<file path="config.mk">
export PLATFORM = sky130hd
export DESIGN_NAME = cascaded_biquad_iir_filter_flat
export DESIGN_NICKNAME = d
export VERILOG_FILES = /design/src/hw/rtl/cbq_pkg.sv /design/src/hw/rtl/cbq_if.sv /design/src/hw/rtl/cbq_front.sv /design/src/hw/rtl/cbq_fifo.sv /design/src/hw/rtl/cbq_back.sv /design/src/hw/rtl/cascaded_biquad_iir_filter.sv /design/src/flat_wrapper.sv
export SDC_FILE = /design/constraint.sdc
export NUM_CORES = 2
export LEC_CHECK = 0
export ABC_AREA = 1
export BUFFER_PORTS_ARGS = -buffer_cell sky130_fd_sc_hd__buf_2
export CAP_MARGIN = 20
export CELL_PAD_IN_SITES_DETAIL_PLACEMENT = 2
export CELL_PAD_IN_SITES_GLOBAL_PLACEMENT = 2
export CORE_MARGIN = 4
export CORE_UTILIZATION = 40
export DETAILED_ROUTE_END_ITERATION = 10
export PLACE_DENSITY_LB_ADDON = 0.1
export SLEW_MARGIN = 25
export SYNTH_ARGS = -nofsm -noshare
export SYNTH_HDL_FRONTEND = slang
export SYNTH_SLANG_ARGS = --single-unit
</file>
<file path="constraint.sdc">
create_clock -name clk_i -period 15.4 [get_ports clk_i]
set_input_delay 3.08 -clock clk_i [delete_from_list [all_inputs] [get_ports clk_i]]
set_output_delay 3.08 -clock clk_i [all_outputs]
set_load 0.05 [all_outputs]
</file>
<file path="src/hw/rtl/cbq_pkg.sv">
// Shared constants, types and register codes of the cascaded biquad IIR filter.
`timescale 1ns / 1ps

package cbq_pkg;

  localparam int unsigned Channels     = 8;
  localparam int unsigned SampleBits   = 24;
  localparam int unsigned CoefFracBits = 21;

  localparam int unsigned ChannelBits  = 3;
  localparam int unsigned CoefBits     = 24;
  localparam int unsigned StateBits    = 40;
  localparam int unsigned SectionBits  = 2;
  localparam int unsigned CfgIndexBits = 3;
  localparam int unsigned CfgDataBits  = 24;
  localparam int unsigned QueueDepth   = 2;

  typedef enum logic [CfgIndexBits-1:0] {
    RegA0       = 3'd0,
    RegA1       = 3'd1,
    RegA2       = 3'd2,
    RegB1       = 3'd3,
    RegB2       = 3'd4,
    RegSections = 3'd5
  } cfg_reg_e;

  typedef struct packed {
    logic signed [CoefBits-1:0] a0;
    logic signed [CoefBits-1:0] a1;
    logic signed [CoefBits-1:0] a2;
    logic signed [CoefBits-1:0] b1;
    logic signed [CoefBits-1:0] b2;
  } coef_t;

  typedef struct packed {
    logic                   chan_ok;
    logic                   two_sections;
    logic [ChannelBits-1:0] channel;
  } item_tag_t;

endpackage

</file>
<file path="src/hw/rtl/cbq_if.sv">
// Channel interfaces of the cascaded biquad IIR filter: input, output and configuration.
`timescale 1ns / 1ps

interface cbq_in_if #(
  parameter int unsigned SampleBits = cbq_pkg::SampleBits
);
  logic                                 valid;
  logic                                 ready;
  logic        [cbq_pkg::ChannelBits-1:0] channel;
  logic signed [SampleBits-1:0]         sample_in;

  modport source (output valid, output channel, output sample_in, input ready);
  modport sink (input valid, input channel, input sample_in, output ready);
endinterface

interface cbq_out_if #(
  parameter int unsigned SampleBits = cbq_pkg::SampleBits
);
  logic                                 valid;
  logic                                 ready;
  logic        [cbq_pkg::ChannelBits-1:0] channel_out;
  logic signed [SampleBits-1:0]         sample_out;
  logic                                 clipped;

  modport source (output valid, output channel_out, output sample_out, output clipped,
                  input ready);
  modport sink (input valid, input channel_out, input sample_out, input clipped,
                output ready);
endinterface

interface cbq_cfg_if;
  logic                              valid;
  logic                              ready;
  logic [cbq_pkg::CfgIndexBits-1:0] index;
  logic [cbq_pkg::CfgDataBits-1:0]  data;

  modport source (output valid, output index, output data, input ready);
  modport sink (input valid, input index, input data, output ready);
endinterface

</file>
<file path="src/hw/rtl/cbq_front.sv">
// Front end: accepts input transfers, classifies them and pushes them into the queue.
`timescale 1ns / 1ps

module cbq_front #(
  parameter int unsigned Channels   = cbq_pkg::Channels,
  parameter int unsigned SampleBits = cbq_pkg::SampleBits,
  localparam int unsigned QBits     = $bits(cbq_pkg::item_tag_t) + SampleBits
) (
  cbq_in_if.sink                         in_i,
  input  logic [cbq_pkg::SectionBits-1:0] section_count_i,
  input  logic                           full_i,
  output logic                           push_o,
  output logic [QBits-1:0]               data_o
);

  cbq_pkg::item_tag_t tag;

  always_comb begin
    tag.chan_ok      = (32'(in_i.channel) < Channels);
    tag.two_sections = section_count_i[1];
    tag.channel      = in_i.channel;
  end

  assign in_i.ready = !full_i;
  assign push_o     = in_i.valid && !full_i;
  assign data_o     = {tag, in_i.sample_in};

endmodule

</file>
<file path="src/hw/rtl/cbq_fifo.sv">
// Short queue between the front end and the filter engine.
`timescale 1ns / 1ps

module cbq_fifo #(
  parameter int unsigned Width = 1,
  parameter int unsigned Depth = cbq_pkg::QueueDepth
) (
  input  logic             clk_i,
  input  logic             rst_ni,
  input  logic             push_i,
  input  logic [Width-1:0] data_i,
  output logic             full_o,
  input  logic             pop_i,
  output logic [Width-1:0] data_o,
  output logic             empty_o
);

  localparam int unsigned PtrBits   = (Depth > 1) ? $clog2(Depth) : 1;
  localparam int unsigned CountBits = $clog2(Depth + 1);

  logic [Width-1:0]     mem_q [Depth];
  logic [PtrBits-1:0]   wr_ptr_q, rd_ptr_q;
  logic [CountBits-1:0] count_q;

  function automatic logic [PtrBits-1:0] next_ptr(input logic [PtrBits-1:0] ptr);
    next_ptr = (ptr == PtrBits'(Depth - 1)) ? '0 : ptr + PtrBits'(1);
  endfunction

  always_ff @(posedge clk_i or negedge rst_ni) begin
    if (!rst_ni) begin
      wr_ptr_q <= '0;
      rd_ptr_q <= '0;
      count_q  <= '0;
    end else begin
      if (push_i) begin
        wr_ptr_q <= next_ptr(wr_ptr_q);
      end
      if (pop_i) begin
        rd_ptr_q <= next_ptr(rd_ptr_q);
      end
      if (push_i && !pop_i) begin
        count_q <= count_q + CountBits'(1);
      end else if (pop_i && !push_i) begin
        count_q <= count_q - CountBits'(1);
      end
    end
  end

  always_ff @(posedge clk_i) begin
    if (push_i) begin
      mem_q[wr_ptr_q] <= data_i;
    end
  end

  assign data_o  = mem_q[rd_ptr_q];
  assign full_o  = (count_q == CountBits'(Depth));
  assign empty_o = (count_q == '0);

endmodule

</file>
<file path="src/hw/rtl/cbq_back.sv">
// Filter engine: sequencer, shared multiplier, delay state memory and output register.
`timescale 1ns / 1ps

module cbq_back #(
  parameter int unsigned Channels     = cbq_pkg::Channels,
  parameter int unsigned SampleBits   = cbq_pkg::SampleBits,
  parameter int unsigned CoefFracBits = cbq_pkg::CoefFracBits,
  localparam int unsigned QBits       = $bits(cbq_pkg::item_tag_t) + SampleBits
) (
  input  logic               clk_i,
  input  logic               rst_ni,
  input  logic               empty_i,
  input  logic [QBits-1:0]   data_i,
  output logic               pop_o,
  input  cbq_pkg::coef_t     coef_i,
  cbq_out_if.source          out_o
);

  localparam int unsigned StateBits  = cbq_pkg::StateBits;
  localparam int unsigned CoefBits   = cbq_pkg::CoefBits;
  localparam int unsigned TagBits    = $bits(cbq_pkg::item_tag_t);
  localparam int unsigned StateFrac  = StateBits - SampleBits - 3;
  localparam int unsigned ShiftRight = (CoefFracBits > StateFrac) ?
                                       CoefFracBits - StateFrac : 0;
  localparam int unsigned ShiftLeft  = (StateFrac > CoefFracBits) ?
                                       StateFrac - CoefFracBits : 0;
  localparam int unsigned ProdBits   = SampleBits + CoefBits;
  localparam int unsigned AlignBits  = ProdBits + ShiftLeft + 1;
  localparam int unsigned AccBits    = ((AlignBits > StateBits) ? AlignBits : StateBits) + 2;
  localparam int unsigned Entries    = 2 * Channels;
  localparam int unsigned AddrBits   = $clog2(Entries);

  localparam logic signed [AccBits-1:0] AlignHalf = (ShiftRight > 0) ?
      (AccBits'(1) << ((ShiftRight > 0) ? ShiftRight - 1 : 0)) : '0;
  localparam logic signed [AccBits-1:0] RoundHalf = AccBits'(1) << (StateFrac - 1);
  localparam logic signed [AccBits-1:0] SampleMax =
      AccBits'((64'sd1 <<< (SampleBits - 1)) - 64'sd1);
  localparam logic signed [AccBits-1:0] SampleMin = ~SampleMax;
  localparam logic signed [AccBits-1:0] StateMax =
      AccBits'((64'sd1 <<< (StateBits - 1)) - 64'sd1);
  localparam logic signed [AccBits-1:0] StateMin = ~StateMax;

  typedef enum logic [9:0] {
    StIdle  = 10'b00_0000_0001,
    StRead  = 10'b00_0000_0010,
    StMul0  = 10'b00_0000_0100,
    StMul1  = 10'b00_0000_1000,
    StMul2  = 10'b00_0001_0000,
    StMul3  = 10'b00_0010_0000,
    StMul4  = 10'b00_0100_0000,
    StMul5  = 10'b00_1000_0000,
    StWrite = 10'b01_0000_0000,
    StOut   = 10'b10_0000_0000
  } state_e;

  state_e state_q, state_d;

  cbq_pkg::item_tag_t          q_tag;
  logic signed [SampleBits-1:0] q_sample;

  logic [cbq_pkg::ChannelBits-1:0] ch_q;
  logic                            two_q;
  logic                            sec_q;
  logic [AddrBits-1:0]             addr_q;
  logic signed [SampleBits-1:0]    x_q;
  logic signed [SampleBits-1:0]    y_q;
  logic                            clip_q;

  logic signed [SampleBits-1:0] mul_a;
  logic signed [CoefBits-1:0]   mul_b;
  logic signed [ProdBits-1:0]   prod_d, prod_q;
  logic signed [AccBits-1:0]    acc_q, n1_q, n2_q;
  logic signed [AccBits-1:0]    round_v;
  logic signed [SampleBits-1:0] y_sat;
  logic                         y_hit;

  logic signed [StateBits-1:0] d1_mem [Entries];
  logic signed [StateBits-1:0] d2_mem [Entries];
  logic [Entries-1:0]          vld_q;
  logic signed [StateBits-1:0] d1_rd_q, d2_rd_q;
  logic                        vld_rd_q;
  logic signed [StateBits-1:0] d1_eff, d2_eff;

  logic                                 out_valid_q;
  logic [cbq_pkg::ChannelBits-1:0]      out_ch_q;
  logic signed [SampleBits-1:0]         out_sample_q;
  logic                                 out_clip_q;
  logic                                 out_load;
  logic                                 more_sections;

  function automatic logic signed [AccBits-1:0] align_prod(
    input logic signed [ProdBits-1:0] p
  );
    logic signed [AccBits-1:0] ext;
    ext = AccBits'(p);
    if (ShiftRight > 0) begin
      align_prod = (ext + AlignHalf) >>> ShiftRight;
    end else begin
      align_prod = ext <<< ShiftLeft;
    end
  endfunction

  function automatic logic signed [StateBits-1:0] sat_state(
    input logic signed [AccBits-1:0] v
  );
    logic signed [AccBits-1:0] c;
    if (v > StateMax) begin
      c = StateMax;
    end else if (v < StateMin) begin
      c = StateMin;
    end else begin
      c = v;
    end
    sat_state = StateBits'(c);
  endfunction

  assign q_tag    = cbq_pkg::item_tag_t'(data_i[QBits-1 -: TagBits]);
  assign q_sample = data_i[SampleBits-1:0];

  assign d1_eff = vld_rd_q ? d1_rd_q : '0;
  assign d2_eff = vld_rd_q ? d2_rd_q : '0;

  always_comb begin
    round_v = (acc_q + RoundHalf) >>> StateFrac;
    y_hit   = 1'b0;
    if (round_v > SampleMax) begin
      y_sat = SampleBits'(SampleMax);
      y_hit = 1'b1;
    end else if (round_v < SampleMin) begin
      y_sat = SampleBits'(SampleMin);
      y_hit = 1'b1;
    end else begin
      y_sat = SampleBits'(round_v);
    end
  end

  always_comb begin
    mul_a = x_q;
    mul_b = $signed(coef_i.a0);
    unique case (state_q)
      StMul1: mul_b = $signed(coef_i.a1);
      StMul2: mul_b = $signed(coef_i.a2);
      StMul3: begin
        mul_a = y_q;
        mul_b = $signed(coef_i.b1);
      end
      StMul4: begin
        mul_a = y_q;
        mul_b = $signed(coef_i.b2);
      end
      default: ;
    endcase
    prod_d = mul_a * mul_b;
  end

  assign out_load      = (state_q == StOut) && (!out_valid_q || out_o.ready);
  assign more_sections = two_q && !sec_q;
  assign pop_o         = (state_q == StIdle) && !empty_i;

  always_comb begin
    state_d = state_q;
    unique case (state_q)
      StIdle: begin
        if (!empty_i) begin
          state_d = q_tag.chan_ok ? StRead : StOut;
        end
      end
      StRead:  state_d = StMul0;
      StMul0:  state_d = StMul1;
      StMul1:  state_d = StMul2;
      StMul2:  state_d = StMul3;
      StMul3:  state_d = StMul4;
      StMul4:  state_d = StMul5;
      StMul5:  state_d = StWrite;
      StWrite: state_d = more_sections ? StRead : StOut;
      StOut: begin
        if (out_load) begin
          state_d = StIdle;
        end
      end
      default: state_d = StIdle;
    endcase
  end

  always_ff @(posedge clk_i or negedge rst_ni) begin
    if (!rst_ni) begin
      state_q     <= StIdle;
      out_valid_q <= 1'b0;
      vld_q       <= '0;
    end else begin
      state_q <= state_d;
      if (out_load) begin
        out_valid_q <= 1'b1;
      end else if (out_o.ready) begin
        out_valid_q <= 1'b0;
      end
      if (state_q == StWrite) begin
        vld_q[addr_q] <= 1'b1;
      end
    end
  end

  always_ff @(posedge clk_i) begin
    prod_q <= prod_d;
    case (state_q)
      StIdle: begin
        if (!empty_i) begin
          ch_q   <= q_tag.channel;
          two_q  <= q_tag.two_sections;
          sec_q  <= 1'b0;
          x_q    <= q_sample;
          y_q    <= '0;
          clip_q <= 1'b0;
          addr_q <= AddrBits'(q_tag.channel);
        end
      end
      StRead: begin
        d1_rd_q  <= d1_mem[addr_q];
        d2_rd_q  <= d2_mem[addr_q];
        vld_rd_q <= vld_q[addr_q];
      end
      StMul1: acc_q <= align_prod(prod_q) + AccBits'(d1_eff);
      StMul2: begin
        y_q    <= y_sat;
        clip_q <= clip_q | y_hit;
        n1_q   <= align_prod(prod_q) + AccBits'(d2_eff);
      end
      StMul3: n2_q <= align_prod(prod_q);
      StMul4: n1_q <= n1_q - align_prod(prod_q);
      StMul5: n2_q <= n2_q - align_prod(prod_q);
      StWrite: begin
        d1_mem[addr_q] <= sat_state(n1_q);
        d2_mem[addr_q] <= sat_state(n2_q);
        if (more_sections) begin
          sec_q  <= 1'b1;
          x_q    <= y_q;
          addr_q <= AddrBits'(ch_q) + AddrBits'(Channels);
        end
      end
      StOut: begin
        if (out_load) begin
          out_ch_q     <= ch_q;
          out_sample_q <= y_q;
          out_clip_q   <= clip_q;
        end
      end
      default: ;
    endcase
  end

  assign out_o.valid       = out_valid_q;
  assign out_o.channel_out = out_ch_q;
  assign out_o.sample_out  = out_sample_q;
  assign out_o.clipped     = out_clip_q;

endmodule

</file>
<file path="src/hw/rtl/cascaded_biquad_iir_filter.sv">
// Top level of the multichannel cascaded biquad IIR filter with its configuration registers.
// A sample moves from queue to output register through a state memory read, five products on
// the single shared multiplier and a state write back per section, with one or two sections;
// a sample on a channel beyond the channel count skips these steps and passes out as zero.
// A two-entry queue lets the input side keep accepting while the engine works, and the output
// register holds a finished result while the engine starts the next sample. Delay state reads
// as zero after reset through per-entry valid bits, so no clearing pass is needed.
// Coefficients and the section count should only be written while no sample is in flight.
`timescale 1ns / 1ps

module cascaded_biquad_iir_filter #(
  parameter int unsigned Channels     = cbq_pkg::Channels,
  parameter int unsigned SampleBits   = cbq_pkg::SampleBits,
  parameter int unsigned CoefFracBits = cbq_pkg::CoefFracBits
) (
  input  logic       clk_i,
  input  logic       rst_ni,
  cbq_in_if.sink     in_i,
  cbq_out_if.source  out_o,
  cbq_cfg_if.sink    cfg_i
);

  localparam int unsigned QBits = $bits(cbq_pkg::item_tag_t) + SampleBits;

  cbq_pkg::coef_t                  coef_q;
  logic [cbq_pkg::SectionBits-1:0] sections_q;

  logic             q_push, q_full, q_pop, q_empty;
  logic [QBits-1:0] q_wdata, q_rdata;

  assign cfg_i.ready = 1'b1;

  always_ff @(posedge clk_i or negedge rst_ni) begin
    if (!rst_ni) begin
      coef_q     <= '0;
      sections_q <= cbq_pkg::SectionBits'(1);
    end else if (cfg_i.valid) begin
      unique case (cbq_pkg::cfg_reg_e'(cfg_i.index))
        cbq_pkg::RegA0:       coef_q.a0  <= cfg_i.data[cbq_pkg::CoefBits-1:0];
        cbq_pkg::RegA1:       coef_q.a1  <= cfg_i.data[cbq_pkg::CoefBits-1:0];
        cbq_pkg::RegA2:       coef_q.a2  <= cfg_i.data[cbq_pkg::CoefBits-1:0];
        cbq_pkg::RegB1:       coef_q.b1  <= cfg_i.data[cbq_pkg::CoefBits-1:0];
        cbq_pkg::RegB2:       coef_q.b2  <= cfg_i.data[cbq_pkg::CoefBits-1:0];
        cbq_pkg::RegSections: sections_q <= cfg_i.data[cbq_pkg::SectionBits-1:0];
        default: ;
      endcase
    end
  end

  cbq_front #(
    .Channels   (Channels),
    .SampleBits (SampleBits)
  ) u_front (
    .in_i            (in_i),
    .section_count_i (sections_q),
    .full_i          (q_full),
    .push_o          (q_push),
    .data_o          (q_wdata)
  );

  cbq_fifo #(
    .Width (QBits),
    .Depth (cbq_pkg::QueueDepth)
  ) u_fifo (
    .clk_i   (clk_i),
    .rst_ni  (rst_ni),
    .push_i  (q_push),
    .data_i  (q_wdata),
    .full_o  (q_full),
    .pop_i   (q_pop),
    .data_o  (q_rdata),
    .empty_o (q_empty)
  );

  cbq_back #(
    .Channels     (Channels),
    .SampleBits   (SampleBits),
    .CoefFracBits (CoefFracBits)
  ) u_back (
    .clk_i   (clk_i),
    .rst_ni  (rst_ni),
    .empty_i (q_empty),
    .data_i  (q_rdata),
    .pop_o   (q_pop),
    .coef_i  (coef_q),
    .out_o   (out_o)
  );

  a_pop_not_empty: assert property (@(posedge clk_i) disable iff (!rst_ni)
    q_pop |-> !q_empty)
    else $error("Engine took an item from an empty queue.");

  a_push_not_full: assert property (@(posedge clk_i) disable iff (!rst_ni)
    q_push |-> !q_full)
    else $error("Front end pushed into a full queue.");

  a_out_hold: assert property (@(posedge clk_i) disable iff (!rst_ni)
    (out_o.valid && !out_o.ready) |=>
      (out_o.valid && $stable(out_o.channel_out) && $stable(out_o.sample_out) &&
       $stable(out_o.clipped)))
    else $error("Result changed while it waited for a transfer.");

  a_bad_channel_zero: assert property (@(posedge clk_i) disable iff (!rst_ni)
    (out_o.valid && (32'(out_o.channel_out) >= Channels)) |->
      (out_o.sample_out == '0 && !out_o.clipped))
    else $error("Result for an unused channel is not zero.");

endmodule

</file>
<file path="src/flat_wrapper.sv">
// flat-port wrapper written by rule: the top's interface ports become plain ports
module cascaded_biquad_iir_filter_flat 
#(
  parameter int unsigned Channels     = cbq_pkg::Channels,
  parameter int unsigned SampleBits   = cbq_pkg::SampleBits,
  parameter int unsigned CoefFracBits = cbq_pkg::CoefFracBits
)
  (clk_i, rst_ni, in_i_valid, in_i_channel, in_i_sample_in, in_i_ready, out_o_valid, out_o_channel_out, out_o_sample_out, out_o_clipped, out_o_ready, cfg_i_valid, cfg_i_index, cfg_i_data, cfg_i_ready);
  cbq_in_if #(.SampleBits(SampleBits)) in_i_i ();
  cbq_out_if #(.SampleBits(SampleBits)) out_o_i ();
  cbq_cfg_if cfg_i_i ();
  input  logic clk_i;
  input  logic rst_ni;
  input wire logic [$bits(in_i_i.valid)-1:0] in_i_valid;
  input wire logic [$bits(in_i_i.channel)-1:0] in_i_channel;
  input wire logic [$bits(in_i_i.sample_in)-1:0] in_i_sample_in;
  output wire logic [$bits(in_i_i.ready)-1:0] in_i_ready;
  output wire logic [$bits(out_o_i.valid)-1:0] out_o_valid;
  output wire logic [$bits(out_o_i.channel_out)-1:0] out_o_channel_out;
  output wire logic [$bits(out_o_i.sample_out)-1:0] out_o_sample_out;
  output wire logic [$bits(out_o_i.clipped)-1:0] out_o_clipped;
  input wire logic [$bits(out_o_i.ready)-1:0] out_o_ready;
  input wire logic [$bits(cfg_i_i.valid)-1:0] cfg_i_valid;
  input wire logic [$bits(cfg_i_i.index)-1:0] cfg_i_index;
  input wire logic [$bits(cfg_i_i.data)-1:0] cfg_i_data;
  output wire logic [$bits(cfg_i_i.ready)-1:0] cfg_i_ready;
  assign in_i_i.valid = in_i_valid;
  assign in_i_i.channel = in_i_channel;
  assign in_i_i.sample_in = in_i_sample_in;
  assign in_i_ready = in_i_i.ready;
  assign out_o_valid = out_o_i.valid;
  assign out_o_channel_out = out_o_i.channel_out;
  assign out_o_sample_out = out_o_i.sample_out;
  assign out_o_clipped = out_o_i.clipped;
  assign out_o_i.ready = out_o_ready;
  assign cfg_i_i.valid = cfg_i_valid;
  assign cfg_i_i.index = cfg_i_index;
  assign cfg_i_i.data = cfg_i_data;
  assign cfg_i_ready = cfg_i_i.ready;
  cascaded_biquad_iir_filter #(.Channels(Channels), .SampleBits(SampleBits), .CoefFracBits(CoefFracBits)) u_core (.clk_i(clk_i), .rst_ni(rst_ni), .in_i(in_i_i), .out_o(out_o_i), .cfg_i(cfg_i_i));
endmodule
</file>
* Word level (Yosys, flattened, before mapping)
Memory sizes are Yosys's and may differ from the RTL's. A register that Yosys moved wholly into a read port is not among the register bits.
Index checks and enable logic that the tools add are counted.
** Word-level totals
- Flip-flop bits (word level) :: 441
- Latch bits :: 0
- RAM bits :: 1336
- ROM bits :: 0
- Bits of input ports :: 59
- Output and inout bits :: 31
- Word-level logic and storage cells :: 157
- Memories kept :: 3
** Memories
- u_core.u_back.d1_mem :: words 16, bits a word 40, rd ports 1, clocked after Yosys merged registers in 1, write ports 1, RTL line cbq_back.sv:77 : logic signed [StateBits-1:0] d1_mem [Entries];
- u_core.u_back.d2_mem :: words 16, bits a word 40, rd ports 1, clocked after Yosys merged registers in 1, write ports 1, RTL line cbq_back.sv:78 : logic signed [StateBits-1:0] d2_mem [Entries];
- u_core.u_fifo.mem_q :: words 2, bits a word 28, rd ports 1, clocked after Yosys merged registers in 0, write ports 1, RTL line cbq_fifo.sv:21 : logic [Width-1:0] mem_q [Depth];
** Operators by class
- Add/sub/neg operators :: 11
- $mul :: 1
- Div/mod/pow operators :: 0
- Magnitude comparators :: 8
- Eq/ne operators :: 19
- Shift operators :: 0
- Muxes and demuxes :: 51
- Bitwise gates (word level) :: 3
- Reductions and logical operators :: 34
** Operator list (count)
- 2-to-1 mux 40 bit :: 8
- 2-to-1 mux 51 bit :: 4
- one-hot mux 51 bit (2 select lines) :: 2
- 2-to-1 mux 24 bit :: 6
- adder 51 x 40 -> 51 bit :: 2
- greater-than comparator 51 x 40 -> 1 bit (second input constant) :: 2
- less-than comparator 51 x 40 -> 1 bit (second input constant) :: 2
- subtractor 51 bit :: 2
- one-hot mux 10 bit (10 select lines) :: 1
- one-hot mux 24 bit (2 select lines) :: 2
- one-hot mux 24 bit (4 select lines) :: 1
- adder 51 x 14 -> 51 bit (second input constant) :: 1
- adder 48 x 9 -> 49 bit (second input constant) :: 1
- multiplier 24 x 24 -> 48 bit :: 1
- 2-to-1 mux 10 bit :: 4
- greater-than comparator 38 x 24 -> 1 bit (second input constant) :: 1
- less-than comparator 38 x 24 -> 1 bit (second input constant) :: 1
- AND reduction 2 bit :: 10
- OR 16 bit :: 1
- 2-to-1 mux 1 bit :: 14
- nonzero test 2 bit :: 6
- == test 10 x 1 -> 1 bit (second input constant) :: 1
- == test 10 bit (second input constant) :: 1
- == test 10 x 2 -> 1 bit (second input constant) :: 1
- other kinds (33) :: 52

* Longest topological paths before layout
- Depth after elaboration :: 7
- Gate-level depth with buffers :: 43
- Gate-level depth less buffers :: 41

* By module
Synthesis repeated with hierarchy kept, for this count alone.
** Unflattened totals
- Cells, all modules :: 10151
- Area total of the unflattened synthesis :: 105008.2 µm²
** By module, submodules not included
- cbq_back :: instances 1, cells an instance 9460, area each 97504.8 µm², sequential area each 49153.4 µm²
- cascaded_biquad_iir_filter :: instances 1, cells an instance 543, area each 4850.9 µm², sequential area each 3054.2 µm²
- cbq_fifo :: instances 1, cells an instance 115, area each 2417.3 µm², sequential area each 1841.8 µm²
- cbq_front :: instances 1, cells an instance 33, area each 235.2 µm², sequential area each 0.0 µm²

* Worst setup path after synthesis
Ideal clock, no wire load.
- Kind :: reg-to-reg
- From :: register u_core.u_back.state_q[0]
- To :: register u_core.u_back.prod_q[47]
- Setup time :: 0.112 ns
- Arrival time :: 7.485 ns
- Required time :: 15.288 ns
- Path slack :: 7.803 ns
- Cell stages (with the launch flop) :: 35
- Path buffers :: 2
- Clock period less this slack :: 7.597 ns
- Cell sequence :: dfstp_2 -> nor2_4 -> nand2_1 -> nor2_1 -> nand2_1 -> inv_1 -> buf_2 -> a22o_1 -> inv_1 -> nand4_1 -> o21ai_0 -> clkbuf_1 -> nor2_1 -> fa_1 -> inv_1 -> fa_1 -> fa_1 -> inv_1 -> fa_1 -> fa_1 -> fa_1 -> inv_1 -> fa_1 -> inv_1 -> ha_1 -> a21oi_1 -> inv_1 -> a31oi_1 -> inv_1 -> a211oi_1 -> o21ai_0 -> a211oi_1 -> nand2_1 -> nand2_1 -> nand2_1
** On the way
- Word-level cells in the longest chain between the ends :: 4
- Elaborated cells between the ends (all ways) :: 8
- Classes of those cells :: 1 x mul; 4 x eq/ne; 2 x mux; 1 x reduce/logical
** RTL lines
- start: declaration :: RTL line cbq_back.sv:56 : state_e state_q, state_d;
- start signal: assignment :: RTL line cbq_back.sv:187 : state_q <= StIdle;
- start signal: assignment :: RTL line cbq_back.sv:191 : state_q <= state_d;
- == test 10 x 7 -> 1 bit or == test 10 x 6 -> 1 bit (tied branches) :: RTL line cbq_back.sv:140 : unique case (state_q)
- OR reduction 2 bit (no line)
- 2-to-1 mux 24 bit :: RTL line cbq_back.sv:140
- multiplier 24 x 24 -> 48 bit (*) :: RTL line cbq_back.sv:153 : prod_d = mul_a * mul_b;
- net u_core.u_back.prod_d[47] :: RTL line cbq_back.sv:71 : logic signed [ProdBits-1:0] prod_d, prod_q;
- end signal: assignment :: RTL line cbq_back.sv:204 : prod_q <= prod_d;
- end: declaration :: RTL line cbq_back.sv:71
The timed path passes the listed nets; every way through them passes the cells marked *.
A chain may end at the register's enable or synchronous reset.

* Final worst setup path
- From :: register u_core.u_back.state_q[4]
- To :: register u_core.u_back.prod_q[47]
The elaborated chain is that of the path after synthesis.

==> results.cfg <==
[grt]
grt_pass1_vias = 88700
track_usage_pct = 31.1
antenna_found_initial = 14
grt_pass1_wl_um = 620000
grt_overflow = 0
grt_max_degree = 135

[run]
drv_cap = 0

[worst_setup_path]
cp-startpoint = u_core.u_back.state_q[4]$_DFFE_PN0P_
max_stage_delay_ps = 820
crit_type = reg -> reg
cp.arrival_ps = 11850
slowest_stage = a21oi_1
r2r_slack_ps = 4260
regToRegEndpoint = u_core.u_back.prod_q[47]$_DFF_P_
crit_fanout = 46
ff2ff_path_depth = 32
worstPathRequired_ps = 16110
r2r-start = u_core.u_back.state_q[4]$_DFFE_PN0P_
cp-endpoint = u_core.u_back.prod_q[47]$_DFF_P_
end_kind = flop
start_kind = flop

[synthesis]
synth.area.top_cells = edfxtp_1 47%, fa_1 12%, nand2_1 6.7%, nand3_1 5.3%, inv_1 4.6%
synth_cell_types = 71
synth_top_family_by_area = simple AND/OR/NAND/NOR gates
syn_avg_cell_area_um2 = 10.3
yosysSeqAreaShare_pct = 51.8
synthCells = 10100
yosys.area.top_type_share_pct = 47.4
ys_top_cells_by_count = 1862 x nand2_1, 1643 x edfxtp_1, 1263 x inv_1, 1106 x nand3_1, 738 x nor2_1
synthAdderAreaFrac_pct = 15.5
synthSimpleGateAreaFrac_pct = 17.1
synthMuxAreaShare_pct = 0
synth_warnings = 0
ys_ff_latch = 1836
synthXorXnorAreaFrac_pct = 1.60
synth_nets = 11100
async_reset_ff_share_pct = 8.28
synth_compound_area_share_pct = 7.78
syn-cell-area_um2 = 104000
yosysTopAreaCell = edfxtp_1
yosysMostFrequentCell = nand2_1
synthFlopType = edfxtp_1
synth_edf_count = 1643

[cts]
ctsResizeCount = 0
cts_buffers = 209
ctsRootBufferMaster = clkbuf_16
clock_latency_ps = 910
cts_max_level = 4
clk_pin_slew_ps = 60
postCtsSetupBuffers = 0
cts_sinks = 1836
hold_buffers = 0
clockBufferDepth = 4
cts_tree = done

[sta]
drv_slew = 0
setup_viol = 0
slew_headroom_pct = 17.4
timing_hold_violations_final = 0
rsz0062_at_grt = no
fin_crit_ps = 11140
fin_setup_tns_ps = 0
maxClockFrequency_ghz = 0.0898
max_slew.worst_pin.slew_ps = 1240
period_share_pct = 72.3
fin_skew_ps = 136

[finish]
fin_util_pct = 44.5
final_area_um2 = 116000
drive_above_1_share_pct = 6.68
num-fill-cells = 27000
layout.nets = 11100
area_growth_pct = 10.9
layout.cells.non_filler = 13700

[routing]
drtAntennaViolNets = 0
dr.pass1.iters = 7
routed_via_density = 5.83
route.vias.total = 79900
wl_um = 424000
dr.first_iter.drc_count = 6507
drc_errors = 0
wl_per_cell_um = 31.0

[floorplanning]
die_h_um = 518
die_width_um = 518
core_area_um2 = 259000
start_util_pct = 40.2
rows = 187
io_pins = 90
die_area_um2 = 269000

[place]
placed_area_um2 = 109000
routabilityCongestion = 0.917
io_buffers = 88
placedCellCount = 13300
dp_hpwl_um = 292000

[run_status]
status = completed

[hold_path]
hold_path_class = reg -> reg
-- critical path: cells and delay by family, from the launching register on --
kind,cells,cell delay (ps)
and+or+nand+nor,9,1750
buffers and inverters,9,2460
AOI/OAI and AO/OA,6,1890
DFF,1,410
adders and majority gates,8,4420
-- registers in the layout, indices dropped and copies added (netlist names), 3 cells and up --
register and count:
u_core.u_back.d1_mem 640, u_core.u_back.n1_q 51, u_core.u_back.ch_q 3, u_core.u_back.prod_q 41, u_core.u_back.n2_q 51, u_core.u_back.acc_q 39
u_core.coef_q 120, u_core.u_back.x_q 24, u_core.u_back.out_o.sample_out 24, u_core.u_back.d2_mem 640, u_core.u_back.d1_rd_q 40, u_core.u_back.vld_q 16
u_core.u_fifo.mem_q 56, u_core.u_back.d2_rd_q 40, u_core.u_back.out_o.channel_out 3, u_core.u_back.state_q 10, u_core.u_back.y_q 24, u_core.u_back.addr_q 3
-- final cells by class --
| type | instances | area, um2 | area share [%] |
|---|---|---|---|
| antenna | 5 | 12.5 | 0.0108 |
| clock buffer | 254 | 5460 | 4.73 |
| clock inverter | 125 | 1180 | 1.02 |
| inverter | 1289 | 4850 | 4.20 |
| multi-input combinational | 6539 | 44000 | 38.1 |
| sequential | 1836 | 54000 | 46.7 |
| tap | 3402 | 4260 | 3.68 |
| timing repair buffer | 253 | 1810 | 1.56 |
-- routing by layer --
| layer | up-vias | global-route usage, % | share of wire (%) |
|---|---|---|---|
| li1 | 34400 | - | - |
| met2 | 2353 | 54.6 | 50 |
| met4 | 6 | 12.3 | 4.6 |
| met5 | - | 0 | 0.0097 |
| met1 | 42400 | 39.5 | 41 |
| met3 | 729 | 3.11 | 4.5 |
-- how the worst min path moves through the flow --
| stage | end | cells after the start | slack [ps] | from |
|---|---|---|---|---|
| 2_1_floorplan | u_core.u_back.out_o.clipped$_DFFE_PP_ | 0 | 430 | u_core.u_back.clip_q$_SDFFCE_PP0P_ |
| 3_3_place_gp | u_core.u_back.vld_q[15]$_DFFE_PN0P_ | 2 | 440 | u_core.u_back.vld_q[15]$_DFFE_PN0P_ |
| 3_5_place_dp | u_core.u_back.vld_q[15]$_DFFE_PN0P_ | 2 | 450 | u_core.u_back.vld_q[15]$_DFFE_PN0P_ |
| 4_1_cts | u_core.u_back.vld_q[15]$_DFFE_PN0P_ | 2 | 460 | u_core.u_back.vld_q[15]$_DFFE_PN0P_ |
| 5_1_grt | u_core.u_back.out_o.channel_out[0]$_DFFE_PP_ | 0 | 490 | u_core.u_back.ch_q[0]$_DFFE_PP_ |
| 6_report | u_core.u_back.out_o.channel_out[0]$_DFFE_PP_ | 0 | 470 | u_core.u_back.ch_q[0]$_DFFE_PP_ |
-- metrics by stage --
| stage | setup WS [ps] | hold WS [ps] |
|---|---|---|
| floorplan | 7800 | 426 |
| global placement | 4340 | 440 |
| detailed placement | 4260 | 449 |
| CTS | 4210 | 464 |
| global route | 3670 | 486 |
| finish | 4260 | 467 |
-- kinds of logic after synthesis --
logic type	count (synthesis)
adder cells (fa/ha/maj)	923
other	1
flip-flops	1836
AND/OR/NAND/NOR	4096
AO/OA/AOI/OAI	1331
buffers and inverters	1722
XOR/XNOR	188
-- layout by cell type, fill, tap and decap left out, types with 29 or more instances in the layout --
cell type,count
xor2_1,122
clkinv_1,65
dfxtp_1,41
edfxtp_1,1643
xnor2_1,64
nor2_1,714
clkinv_2,29
a31oi_1,76
nor3_1,80
o31ai_1,35
nand4_1,161
or2_2,31
a21o_1,32
a21oi_1,337
nand2_1,1860
o21ai_0,365
dfrtp_1,151
fa_1,609
a22oi_1,320
buf_2,87
ha_1,314
buf_4,156
nand3_1,1104
clkbuf_16,211
inv_1,1262
clkbuf_1,41
Power is not shown: default switching activity piles up to over one toggle a cycle in this logic, so the estimate is an artifact.
